===== config.mk =====
export PLATFORM = sky130hd
export DESIGN_NAME = hue_ramp_hsv_to_rgb_core
export DESIGN_NICKNAME = d
export VERILOG_FILES = /design/src/rtl/core/hrgb_pkg.sv /design/src/rtl/core/hrgb_cfg_regs.sv /design/src/rtl/core/hrgb_hue_pipe.sv /design/src/rtl/core/hrgb_rgb_pipe.sv /design/src/rtl/core/hue_ramp_hsv_to_rgb_core.sv
export SDC_FILE = /design/constraint.sdc
export NUM_CORES = 2
export LEC_CHECK = 0
export BUFFER_PORTS_ARGS = -buffer_cell sky130_fd_sc_hd__clkbuf_2
export CORE_MARGIN = 2
export CORE_UTILIZATION = 45
export CTS_CLUSTER_DIAMETER = 80
export DETAILED_ROUTE_END_ITERATION = 8
export HOLD_SLACK_MARGIN = 0.05
export PLACE_DENSITY_LB_ADDON = 0.3
export SKIP_LAST_GASP = 1
export SYNTH_ARGS = -nofsm -noshare
export SYNTH_HDL_FRONTEND = slang
export SYNTH_HIERARCHICAL = 1
export SYNTH_SLANG_ARGS = --single-unit

===== constraint.sdc =====
create_clock -name i_clk -period 9.59 [get_ports i_clk]
set_input_delay 1.918 -clock i_clk [delete_from_list [all_inputs] [get_ports i_clk]]
set_output_delay 1.918 -clock i_clk [all_outputs]
set_load 0.02 [all_outputs]

===== src/rtl/core/hrgb_pkg.sv =====
// shared types and constants for the hue ramp hsv to rgb core
// no dependencies
package hrgb_pkg;

    // default fraction width of every value
    localparam int unsigned FRACTION_BITS_DEF = 16;

    // configuration register index
    localparam int unsigned CFG_IDX_W = 3;

    typedef enum logic [CFG_IDX_W-1:0] {
        CFG_HUE_START  = 3'd0,
        CFG_HUE_SPAN   = 3'd1,
        CFG_SATURATION = 3'd2,
        CFG_BRIGHTNESS = 3'd3
    } t_cfg_idx;

    // hue sector, 0 to 5
    localparam int unsigned SECTOR_W = 3;

    localparam logic [SECTOR_W-1:0] SECTOR_0 = 3'd0;
    localparam logic [SECTOR_W-1:0] SECTOR_1 = 3'd1;
    localparam logic [SECTOR_W-1:0] SECTOR_2 = 3'd2;
    localparam logic [SECTOR_W-1:0] SECTOR_3 = 3'd3;
    localparam logic [SECTOR_W-1:0] SECTOR_4 = 3'd4;

    // register stages from input beat to output beat
    localparam int unsigned PIPE_DEPTH = 6;

endpackage


===== src/rtl/core/hrgb_cfg_regs.sv =====
// configuration register file: hue start, hue span, saturation, brightness
// depends on hrgb_pkg
module hrgb_cfg_regs #(
    parameter int unsigned FRACTION_BITS = hrgb_pkg::FRACTION_BITS_DEF
) (
    input  logic                             i_clk,
    input  logic                             i_rst_n,
    input  logic                             i_cfg_valid,
    output logic                             o_cfg_ready,
    input  logic [hrgb_pkg::CFG_IDX_W-1:0]   i_cfg_index,
    input  logic [FRACTION_BITS-1:0]         i_cfg_data,
    output logic [FRACTION_BITS-1:0]         o_hue_start,
    output logic [FRACTION_BITS-1:0]         o_hue_span,
    output logic [FRACTION_BITS-1:0]         o_saturation,
    output logic [FRACTION_BITS-1:0]         o_brightness
);
    import hrgb_pkg::*;

    // one half
    localparam logic [FRACTION_BITS-1:0] HALF = {1'b1, {(FRACTION_BITS-1){1'b0}}};

    logic [FRACTION_BITS-1:0] r_hue_start;
    logic [FRACTION_BITS-1:0] r_hue_span;
    logic [FRACTION_BITS-1:0] r_saturation;
    logic [FRACTION_BITS-1:0] r_brightness;

    assign o_cfg_ready = 1'b1;

    always_ff @(posedge i_clk) begin
        if (!i_rst_n) begin
            r_hue_start  <= HALF;
            r_hue_span   <= HALF;
            r_saturation <= HALF;
            r_brightness <= HALF;
        end else if (i_cfg_valid) begin
            case (t_cfg_idx'(i_cfg_index))
                CFG_HUE_START:  r_hue_start  <= i_cfg_data;
                CFG_HUE_SPAN:   r_hue_span   <= i_cfg_data;
                CFG_SATURATION: r_saturation <= i_cfg_data;
                CFG_BRIGHTNESS: r_brightness <= i_cfg_data;
                default: ;
            endcase
        end
    end

    assign o_hue_start  = r_hue_start;
    assign o_hue_span   = r_hue_span;
    assign o_saturation = r_saturation;
    assign o_brightness = r_brightness;

endmodule


===== src/rtl/core/hrgb_hue_pipe.sv =====
// stages 1 to 3: hue from ramp position, then sector and fraction
// depends on hrgb_pkg
module hrgb_hue_pipe #(
    parameter int unsigned FRACTION_BITS = hrgb_pkg::FRACTION_BITS_DEF
) (
    input  logic                             i_clk,
    input  logic                             i_rst_n,
    input  logic                             i_valid,
    output logic                             o_ready,
    input  logic [FRACTION_BITS-1:0]         i_pos,
    input  logic [FRACTION_BITS-1:0]         i_hue_start,
    input  logic [FRACTION_BITS-1:0]         i_hue_span,
    output logic                             o_valid,
    input  logic                             i_ready,
    output logic [hrgb_pkg::SECTOR_W-1:0]    o_sector,
    output logic [FRACTION_BITS-1:0]         o_frac
);
    import hrgb_pkg::*;

    localparam int unsigned PW = 2 * FRACTION_BITS;
    localparam int unsigned HW = FRACTION_BITS + SECTOR_W;

    logic                     r_v1, r_v2, r_v3;
    logic                     en1, en2, en3;
    logic [PW-1:0]            r_prod, n_prod;
    logic [FRACTION_BITS-1:0] r_hue, n_hue;
    logic [HW-1:0]            n_h6;
    logic [SECTOR_W-1:0]      r_sector;
    logic [FRACTION_BITS-1:0] r_frac;

    // stall chain: a stage loads when empty or when its successor moves
    assign en3     = !r_v3 || i_ready;
    assign en2     = !r_v2 || en3;
    assign en1     = !r_v1 || en2;
    assign o_ready = en1;

    always_ff @(posedge i_clk) begin
        if (!i_rst_n) begin
            r_v1 <= 1'b0;
            r_v2 <= 1'b0;
            r_v3 <= 1'b0;
        end else begin
            if (en1) r_v1 <= i_valid;
            if (en2) r_v2 <= r_v1;
            if (en3) r_v3 <= r_v2;
        end
    end

    // stage 1: position times span
    assign n_prod = PW'(i_pos) * PW'(i_hue_span);
    // stage 2: add start, wrap modulo one
    assign n_hue  = i_hue_start + r_prod[PW-1:FRACTION_BITS];
    // stage 3: times six as two shifts and an add
    assign n_h6   = (HW'(r_hue) << 2) + (HW'(r_hue) << 1);

    always_ff @(posedge i_clk) begin
        if (en1 && i_valid) r_prod <= n_prod;
        if (en2 && r_v1)    r_hue  <= n_hue;
        if (en3 && r_v2) begin
            r_sector <= n_h6[HW-1:FRACTION_BITS];
            r_frac   <= n_h6[FRACTION_BITS-1:0];
        end
    end

    assign o_valid  = r_v3;
    assign o_sector = r_sector;
    assign o_frac   = r_frac;

endmodule


===== src/rtl/core/hrgb_rgb_pipe.sv =====
// stages 4 to 6: p, q, t terms and per-sector channel select
// depends on hrgb_pkg
module hrgb_rgb_pipe #(
    parameter int unsigned FRACTION_BITS = hrgb_pkg::FRACTION_BITS_DEF
) (
    input  logic                             i_clk,
    input  logic                             i_rst_n,
    input  logic                             i_valid,
    output logic                             o_ready,
    input  logic [hrgb_pkg::SECTOR_W-1:0]    i_sector,
    input  logic [FRACTION_BITS-1:0]         i_frac,
    input  logic [FRACTION_BITS-1:0]         i_saturation,
    input  logic [FRACTION_BITS-1:0]         i_brightness,
    output logic                             o_valid,
    input  logic                             i_ready,
    output logic [FRACTION_BITS-1:0]         o_red,
    output logic [FRACTION_BITS-1:0]         o_green,
    output logic [FRACTION_BITS-1:0]         o_blue
);
    import hrgb_pkg::*;

    localparam int unsigned OW = FRACTION_BITS + 1;
    localparam int unsigned PW = 2 * FRACTION_BITS + 1;
    localparam logic [OW-1:0] ONE = {1'b1, {FRACTION_BITS{1'b0}}};

    logic                     r_v4, r_v5, r_v6;
    logic                     en4, en5, en6;

    logic [OW-1:0]            n_inv_s, n_inv_f, n_inv_sf, n_inv_sg;
    logic [PW-1:0]            n_p_full, n_sf_full, n_sg_full, n_q_full, n_t_full;

    logic [SECTOR_W-1:0]      r4_sector, r5_sector;
    logic [FRACTION_BITS-1:0] r4_sf, r4_sg, r4_p;
    logic [FRACTION_BITS-1:0] r5_q, r5_t, r5_p;
    logic [FRACTION_BITS-1:0] n_red, n_green, n_blue;
    logic [FRACTION_BITS-1:0] r_red, r_green, r_blue;

    assign en6     = !r_v6 || i_ready;
    assign en5     = !r_v5 || en6;
    assign en4     = !r_v4 || en5;
    assign o_ready = en4;

    always_ff @(posedge i_clk) begin
        if (!i_rst_n) begin
            r_v4 <= 1'b0;
            r_v5 <= 1'b0;
            r_v6 <= 1'b0;
        end else begin
            if (en4) r_v4 <= i_valid;
            if (en5) r_v5 <= r_v4;
            if (en6) r_v6 <= r_v5;
        end
    end

    // stage 4: p = v*(1-s), s*f, s*(1-f)
    assign n_inv_s   = ONE - OW'(i_saturation);
    assign n_inv_f   = ONE - OW'(i_frac);
    assign n_p_full  = PW'(i_brightness) * PW'(n_inv_s);
    assign n_sf_full = PW'(i_saturation) * PW'(i_frac);
    assign n_sg_full = PW'(i_saturation) * PW'(n_inv_f);

    // stage 5: q = v*(1-s*f), t = v*(1-s*(1-f))
    assign n_inv_sf  = ONE - OW'(r4_sf);
    assign n_inv_sg  = ONE - OW'(r4_sg);
    assign n_q_full  = PW'(i_brightness) * PW'(n_inv_sf);
    assign n_t_full  = PW'(i_brightness) * PW'(n_inv_sg);

    // stage 6: channel select, sector 5 shares the default arm
    always_comb begin
        case (r5_sector)
            SECTOR_0: begin n_red = i_brightness; n_green = r5_t; n_blue = r5_p; end
            SECTOR_1: begin n_red = r5_q; n_green = i_brightness; n_blue = r5_p; end
            SECTOR_2: begin n_red = r5_p; n_green = i_brightness; n_blue = r5_t; end
            SECTOR_3: begin n_red = r5_p; n_green = r5_q; n_blue = i_brightness; end
            SECTOR_4: begin n_red = r5_t; n_green = r5_p; n_blue = i_brightness; end
            default:  begin n_red = i_brightness; n_green = r5_p; n_blue = r5_q; end
        endcase
    end

    always_ff @(posedge i_clk) begin
        if (en4 && i_valid) begin
            r4_sector <= i_sector;
            r4_p      <= n_p_full[2*FRACTION_BITS-1:FRACTION_BITS];
            r4_sf     <= n_sf_full[2*FRACTION_BITS-1:FRACTION_BITS];
            r4_sg     <= n_sg_full[2*FRACTION_BITS-1:FRACTION_BITS];
        end
        if (en5 && r_v4) begin
            r5_sector <= r4_sector;
            r5_p      <= r4_p;
            r5_q      <= n_q_full[2*FRACTION_BITS-1:FRACTION_BITS];
            r5_t      <= n_t_full[2*FRACTION_BITS-1:FRACTION_BITS];
        end
        if (en6 && r_v5) begin
            r_red   <= n_red;
            r_green <= n_green;
            r_blue  <= n_blue;
        end
    end

    assign o_valid = r_v6;
    assign o_red   = r_red;
    assign o_green = r_green;
    assign o_blue  = r_blue;

endmodule


===== src/rtl/core/hue_ramp_hsv_to_rgb_core.sv =====
// top level of the hue ramp hsv to rgb core
// depends on hrgb_pkg, hrgb_cfg_regs, hrgb_hue_pipe, hrgb_rgb_pipe
//
//  channel  direction  handshake                 payload
//  in       sink       i_in_valid / o_in_ready   i_ramp_position
//  out      source     o_out_valid / i_out_ready o_red, o_green, o_blue
//  cfg      sink       i_cfg_valid / o_cfg_ready i_cfg_index, i_cfg_data
//
// one beat in and one beat out per clock when the output side keeps ready high
// six register stages lie between input beat and output beat;
//   the multipliers of stages 1, 4 and 5 set the stage depth
// a stall on the output holds each full stage whose successor is full; empty stages still fill,
//   so up to six beats are taken while the output waits
// synchronous active-low reset empties the pipeline and sets every config
//   register to one half
module hue_ramp_hsv_to_rgb_core #(
    parameter int unsigned FRACTION_BITS = hrgb_pkg::FRACTION_BITS_DEF
) (
    input  logic                             i_clk,
    input  logic                             i_rst_n,
    // configuration write channel
    input  logic                             i_cfg_valid,
    output logic                             o_cfg_ready,
    input  logic [hrgb_pkg::CFG_IDX_W-1:0]   i_cfg_index,
    input  logic [FRACTION_BITS-1:0]         i_cfg_data,
    // input beat
    input  logic                             i_in_valid,
    output logic                             o_in_ready,
    input  logic [FRACTION_BITS-1:0]         i_ramp_position,
    // output beat
    output logic                             o_out_valid,
    input  logic                             i_out_ready,
    output logic [FRACTION_BITS-1:0]         o_red,
    output logic [FRACTION_BITS-1:0]         o_green,
    output logic [FRACTION_BITS-1:0]         o_blue
);
    import hrgb_pkg::*;

    // config values: user holds stable while beats are in flight; unenforced
    logic [FRACTION_BITS-1:0] hue_start;
    logic [FRACTION_BITS-1:0] hue_span;
    logic [FRACTION_BITS-1:0] saturation;
    logic [FRACTION_BITS-1:0] brightness;

    // hand-off between the hue half and the color half
    logic                     mid_valid;
    logic                     mid_ready;
    logic [SECTOR_W-1:0]      mid_sector;
    logic [FRACTION_BITS-1:0] mid_frac;

    hrgb_cfg_regs #(
        .FRACTION_BITS (FRACTION_BITS)
    ) u_cfg (
        .i_clk        (i_clk),
        .i_rst_n      (i_rst_n),
        .i_cfg_valid  (i_cfg_valid),
        .o_cfg_ready  (o_cfg_ready),
        .i_cfg_index  (i_cfg_index),
        .i_cfg_data   (i_cfg_data),
        .o_hue_start  (hue_start),
        .o_hue_span   (hue_span),
        .o_saturation (saturation),
        .o_brightness (brightness)
    );

    // stages 1-3: hue = start + pos*span mod 1, then sector and fraction of 6*hue
    hrgb_hue_pipe #(
        .FRACTION_BITS (FRACTION_BITS)
    ) u_hue (
        .i_clk       (i_clk),
        .i_rst_n     (i_rst_n),
        .i_valid     (i_in_valid),
        .o_ready     (o_in_ready),
        .i_pos       (i_ramp_position),
        .i_hue_start (hue_start),
        .i_hue_span  (hue_span),
        .o_valid     (mid_valid),
        .i_ready     (mid_ready),
        .o_sector    (mid_sector),
        .o_frac      (mid_frac)
    );

    // stages 4-6: p, q, t terms, then pick per sector into the output register
    hrgb_rgb_pipe #(
        .FRACTION_BITS (FRACTION_BITS)
    ) u_rgb (
        .i_clk        (i_clk),
        .i_rst_n      (i_rst_n),
        .i_valid      (mid_valid),
        .o_ready      (mid_ready),
        .i_sector     (mid_sector),
        .i_frac       (mid_frac),
        .i_saturation (saturation),
        .i_brightness (brightness),
        .o_valid      (o_out_valid),
        .i_ready      (i_out_ready),
        .o_red        (o_red),
        .o_green      (o_green),
        .o_blue       (o_blue)
    );

endmodule


After elaboration in Yosys (flattened, before gate mapping)

Index checks and enable logic that the tools add are counted.

Add/sub/neg operators: 6
$mul: 6
Eq/ne operators: 7
Mux-type cells: 3
Reductions and logical operators: 28

Operators by type and width:

| cell                                                 | number |
|---|---|
| case mux 16 bit (3 select lines)                     | 3 |
| multiplier 16 x 17 -> 32 bit                         | 4 |
| subtractor 17 x 16 -> 17 bit (first input constant)  | 4 |
| multiplier 16 x 16 -> 32 bit                         | 2 |
| adder 18 x 17 -> 19 bit                              | 1 |
| adder 16 bit                                         | 1 |
| equality test 3 x 2 -> 1 bit (second input constant) | 4 |
| AND reduction 2 bit                                  | 4 |
| OR reduction 2 bit                                   | 4 |
| equality test 3 x 1 -> 1 bit (second input constant) | 2 |
| logical AND 1 bit                                    | 6 |
| logical NOT 1 bit                                    | 6 |
| logical NOT 3 bit                                    | 2 |
| logical OR 1 bit                                     | 6 |
| equality test 3 bit (second input constant)          | 1 |

Flip-flop bits (word level): 287
Input port bits: 40
Output and inout bits: 51
Word-level logic and storage cells: 75

Depth between registers and ports, before layout

Depth in word-level cells: 8
Gate-level depth with buffers: 31
Depth with buffers taken out: 29

Cells and area by module

Netlist, hierarchy kept.

By module, submodules not included:

| module        | times used | cells an instance | area an instance (µm²) | seq. area each (µm²) |
|---|---|---|---|---|
| hrgb_rgb_pipe | 1          | 5,305             | 48,590.4               | 4,564.4 |
| hrgb_hue_pipe | 1          | 1,225             | 11,393.4               | 1,561.5 |
| hrgb_cfg_regs | 1          | 231               | 2,416.1                | 1,281.2 |

Worst setup path after synthesis

OpenSTA, ideal clock, no wires.

Path type: reg2reg
From: reg u_rgb.r4_sf[0]
To: reg u_rgb.r5_q[15] (data pin)
Setup time: 0.270 ns
Data arrival time: 7.830 ns
Required time: 9.320 ns
Path slack: 1.490 ns
Cell stages (with the launch flop): 31
Path buffers: 2
Period minus slack after synthesis: 8.100 ns
Cell sequence: edfxtp_1 > clkbuf_1 > inv_1 > ha_1 > nand2_1 > or3_1 > or3_4 > or4_4 > nor4_4 > xnor2_1 > buf_6 > nand2_2 > fa_1 > fa_1 > inv_1 > fa_1 > fa_1 > fa_1 > inv_1 > fa_1 > inv_1 > ha_1 > a21oi_1 > nand2_1 > a221oi_1 > o21ai_1 > a41o_1 > a21boi_2 > nor2_1 > a2111oi_1 > xnor2_1

Word-level cells in the longest chain between the ends: 2

RTL lines:

| element                      | RTL line            | RTL |
|---|---|---|
| start: declaration           | hrgb_rgb_pipe.sv:33 | `logic [FRACTION_BITS-1:0] r4_sf, r4_sg, r4_p;` |
| start signal: assignment     | hrgb_rgb_pipe.sv:84 | `r4_sf <= n_sf_full[2*FRACTION_BITS-1:FRACTION_BITS];` |
| subtractor 17 x 16 -> 17 bit | hrgb_rgb_pipe.sv:63 | `assign n_inv_sf = ONE - OW'(r4_sf);` |
| multiplier 16 x 17 -> 32 bit | hrgb_rgb_pipe.sv:65 | `assign n_q_full = PW'(i_brightness) * PW'(n_inv_sf);` |
| named net u_rgb.n_q_full[31] | hrgb_rgb_pipe.sv:30 | `logic [PW-1:0] n_p_full, n_sf_full, n_sg_full, n_q_full, n_t_full;` |
| end signal: assignment       | hrgb_rgb_pipe.sv:90 | `r5_q <= n_q_full[2*FRACTION_BITS-1:FRACTION_BITS];` |
| end: declaration             | hrgb_rgb_pipe.sv:34 | `logic [FRACTION_BITS-1:0] r5_q, r5_t, r5_p;` |

The timed path passes the listed nets, and every way through them passes these cells.
A chain may end at the register's enable or synchronous reset.

Worst setup path in the final report

Ends and elaborated chain as after synthesis.

==> metrics.md <==
| Metric | Value |
|---|---|
| Failing checks | `DRC` |
| Async SR Flop Fraction | `0` |
| Setup TNS Final | `0 ps` |
| Final setup vio count | `0` |
| Die X | `376 um` |
| Status | `finished with violations` |
| Number of synthesized flops with an enable pin | `200` |
| Pint | `0.00287 W` |
| Max_cap viols | `0` |
| Crit-path max cell delay | `between 500 and 600 ps` |
| Postcts setup bufs | `0` |
| Filler Cell Count | `approximately 13000` |
| Synth top area share | `0.389` |
| Placement Setup Slack | `1000 ps` |
| DRC | `1` |
| Final Hold Vio Count | `0` |
| Htree depth | `2` |
| Row Count | `about 140` |
| Clock tree sinks | `270` |
| Psw | `between 0.0015 and 0.002 W` |
| DRT antenna net count | `0` |
| Syn Area/Cell | `about 9.2 sq um` |
| Routed via count | `between 40000 and 50000` |
| Pwr Density | `~71 nW/um^2` |
| Post-Route WL | `~160000 um` |
| Worst path bufs/invs | `5` |
| Initial antenna violation count | `0` |
| Crit-path slowest cell | `fa_1` |
| Max_slew headroom | `0.160` |
| F_max | `0.116 GHz` |
| Hold Crit Class | `register to register` |
| Pin count of the biggest net entering global routing | `87` |
| Worst path required time | `approximately 9900 ps` |
| Slew Limit Fails | `0` |
| RSZ-0062 raised after global routing | `false` |
| Tmin final | `between 8000 and 9000 ps` |
| PnR worst setup slack | `939 ps` |
| DR iter-0 viols | `approximately 2900` |
| Worst-Margin Slew | `1260 ps` |
| Synth unique cells | `91` |
| Final core utilization | `0.481` |
| Io pins | `a little over 90` |
| NumNets Final | `8552` |
| Crit path launch type | `register` |
| Mapped Cells | `between 6000 and 7000` |
| Part of the power in registers | `0.298` |
| Die height | `around 380 um` |
| Non-Filler Instances | `around 8500` |
| Family with the most delay on the worst path | `adder cells` |
| Post_cts resized | `0` |
| Crit Path Category | `register to register` |
| Buffers on Ports | `just under 90` |
| Number of global-route vias before repair | `about 49000` |
| CTS root buf | `clkbuf_16` |
| CP Data Arrival Time | `8970 ps` |
| Synth Register Bits | `270` |
| Core box area | `between 100000 and 150000 sq um` |
| Switch share | `0.384` |
| Cts bufs inserted | `36` |
| CTS max path bufs | `3` |
| Peak supply drop | `121 uV` |
| Clock latency on the worst-skew pair | `~630 ps` |
| DIE AREA | `about 140000 sq um` |
| Tcrit/Tclk final | `0.902` |
| Cell taking the most area after synthesis | `fa_1` |
| Mapped Nets | `8643` |
| Critical Path End Type | `register` |
| Post-Synthesis Cell Area | `62400 sq um` |
| Layout cells sized above 1 | `0.0506` |
| GRT Total Usage | `0.238` |
| First-pass GRT wire length | `roughly 270000 um` |
| Placer Congestion | `0.873` |
| Crit path max fanout | `18` |
| Detailed Place HPWL | `between 100000 and 150000 um` |
| Area growth syn-to-layout | `5.91%` |
| Hold_ws | `roughly 390 ps` |
| Logic pwr share | `0.393` |
| Setup Skew | `~40 ps` |
| Ys flop type | `edfxtp_1` |
| Sequential share of the synthesized area | `0.119` |
| Via density | `about 5.3` |
| Synth top area cells | `fa_1 39%, ha_1 13%, edfxtp_1 9.6%` |
| Hold buffers post-CTS | `0` |
| ANT cells | `0` |
| Placed insts | `8426` |
| Critical Path Most Common Cell | `fa_1` |
| Initial DRT Pass Iterations | `8` |
| Leak | `32.6 nW` |
| Clock Power Share | `0.309` |
| Clock-pin slew on the worst setup and hold paths | `60 ps` |
| Initial Utilization | `0.454` |
| Overflow after GRT | `0` |
| Routed WL per cell | `approximately 19 um` |
| Yosys warns | `6` |
| CTS tree | `yes` |
==> registers in the layout, indices dropped and copies added (netlist names), 3 cells and up <==
| signal | count |
|---|---|
| u_cfg/o_saturation | 16 |
| u_rgb/r5_p | 16 |
| u_rgb/r4_sg | 16 |
| u_hue/o_sector | 3 |
| u_rgb/o_blue | 16 |
| u_hue/r_prod | 16 |
| u_rgb/r4_sector | 3 |
| u_rgb/r5_q | 16 |
| u_rgb/o_green | 16 |
| u_rgb/r5_t | 16 |
| u_cfg/o_hue_span | 16 |
| u_rgb/r5_sector | 3 |
| u_hue/r_hue | 16 |
| u_cfg/o_hue_start | 16 |
| u_rgb/r4_sf | 16 |
| u_rgb/r4_p | 16 |
| u_hue/o_frac | 15 |
| u_cfg/o_brightness | 16 |
| u_rgb/o_red | 16 |
==> final cells by class <==
type | instances | area [sq um] | share of cell area
multi-input cells | 4719 | 48400 | 0.732
well taps | 1794 | 2240 | 0.0340
clock buffers | 45 | 991 | 0.0150
repair buffers | 213 | 1400 | 0.0212
inverters | 1430 | 5370 | 0.0812
clock inverters | 21 | 280 | 0.00424
flip-flops and latches | 270 | 7430 | 0.112
==> metal layers <==
layer | routed length [um] | track usage
met5 | 0 | 0
met1 | 68700 | 0.310
met4 | 6110 | 0.0814
met3 | 10300 | 0.0363
met2 | 79500 | 0.402
==> through the flow <==
stage | instance area, sq um | power [W]
floorplan | 62400 | 0.00266
global placement | 64800 | 0.00319
detailed placement | 64800 | 0.00323
CTS | 66100 | 0.00469
global route | 66100 | 0.00498
finish | 66100 | 0.00466
==> power groups by stage <==
stage	logic (W)	clock network [W]	registers, W
floorplan	0.00128	0	0.00138
global placement	0.00178	0	0.00141
detailed placement	0.00181	0	0.00142
CTS	0.00183	0.00147	0.00139
global route	0.00206	0.00152	0.00140
finish	0.00183	0.00144	0.00139
==> cell families after synthesis <==
family | share of synthesized area
other cells | 0.000120
compound gates | 0.0541
fa+ha+maj | 0.515
flops | 0.119
simple gates | 0.165
buf+inv | 0.108
mux | 0.0133
xor+xnor | 0.0252
==> cells in the mapped netlist (31+ instances only) <==
library cell and n:
edfxtp_1 200, a211oi_1 32, xnor2_1 123, clkbuf_1 313, o22ai_1 52, nor2b_1 31, dfxtp_1 70, a21oi_1 120
nor2_1 130, inv_1 1428, and3_1 31, o21ai_0 58, ha_1 630, mux2i_1 82, and2_1 709, fa_1 1212
xor2_1 55, nor3_1 43, a21o_1 62, nand2_1 1015
==> worst paths after layout <==
path                                     start             end  slack, ps  depth (start not counted)
worst min register to register   u_rgb/r4_p[8]   u_rgb/r5_p[8]        390                          0
worst max-delay path            u_rgb/r4_sf[0]  u_rgb/r5_q[15]        940                         29
worst min-delay path             u_rgb/r4_p[8]   u_rgb/r5_p[8]        390                          0
worst max register to register  u_rgb/r4_sf[0]  u_rgb/r5_q[15]        940                         29
==> layout by cell type, fill, tap and decap left out, types with 89 or more instances in the layout <==
cell and instances:
a21oi_1 120, and2_1 709, buf_4 122, clkbuf_2 89, edfxtp_1 200, fa_1 1212
ha_1 630, inv_1 1428, nand2_1 1015, nor2_1 130, xnor2_1 118
Note: power is estimated with default switching activity, not from simulation.
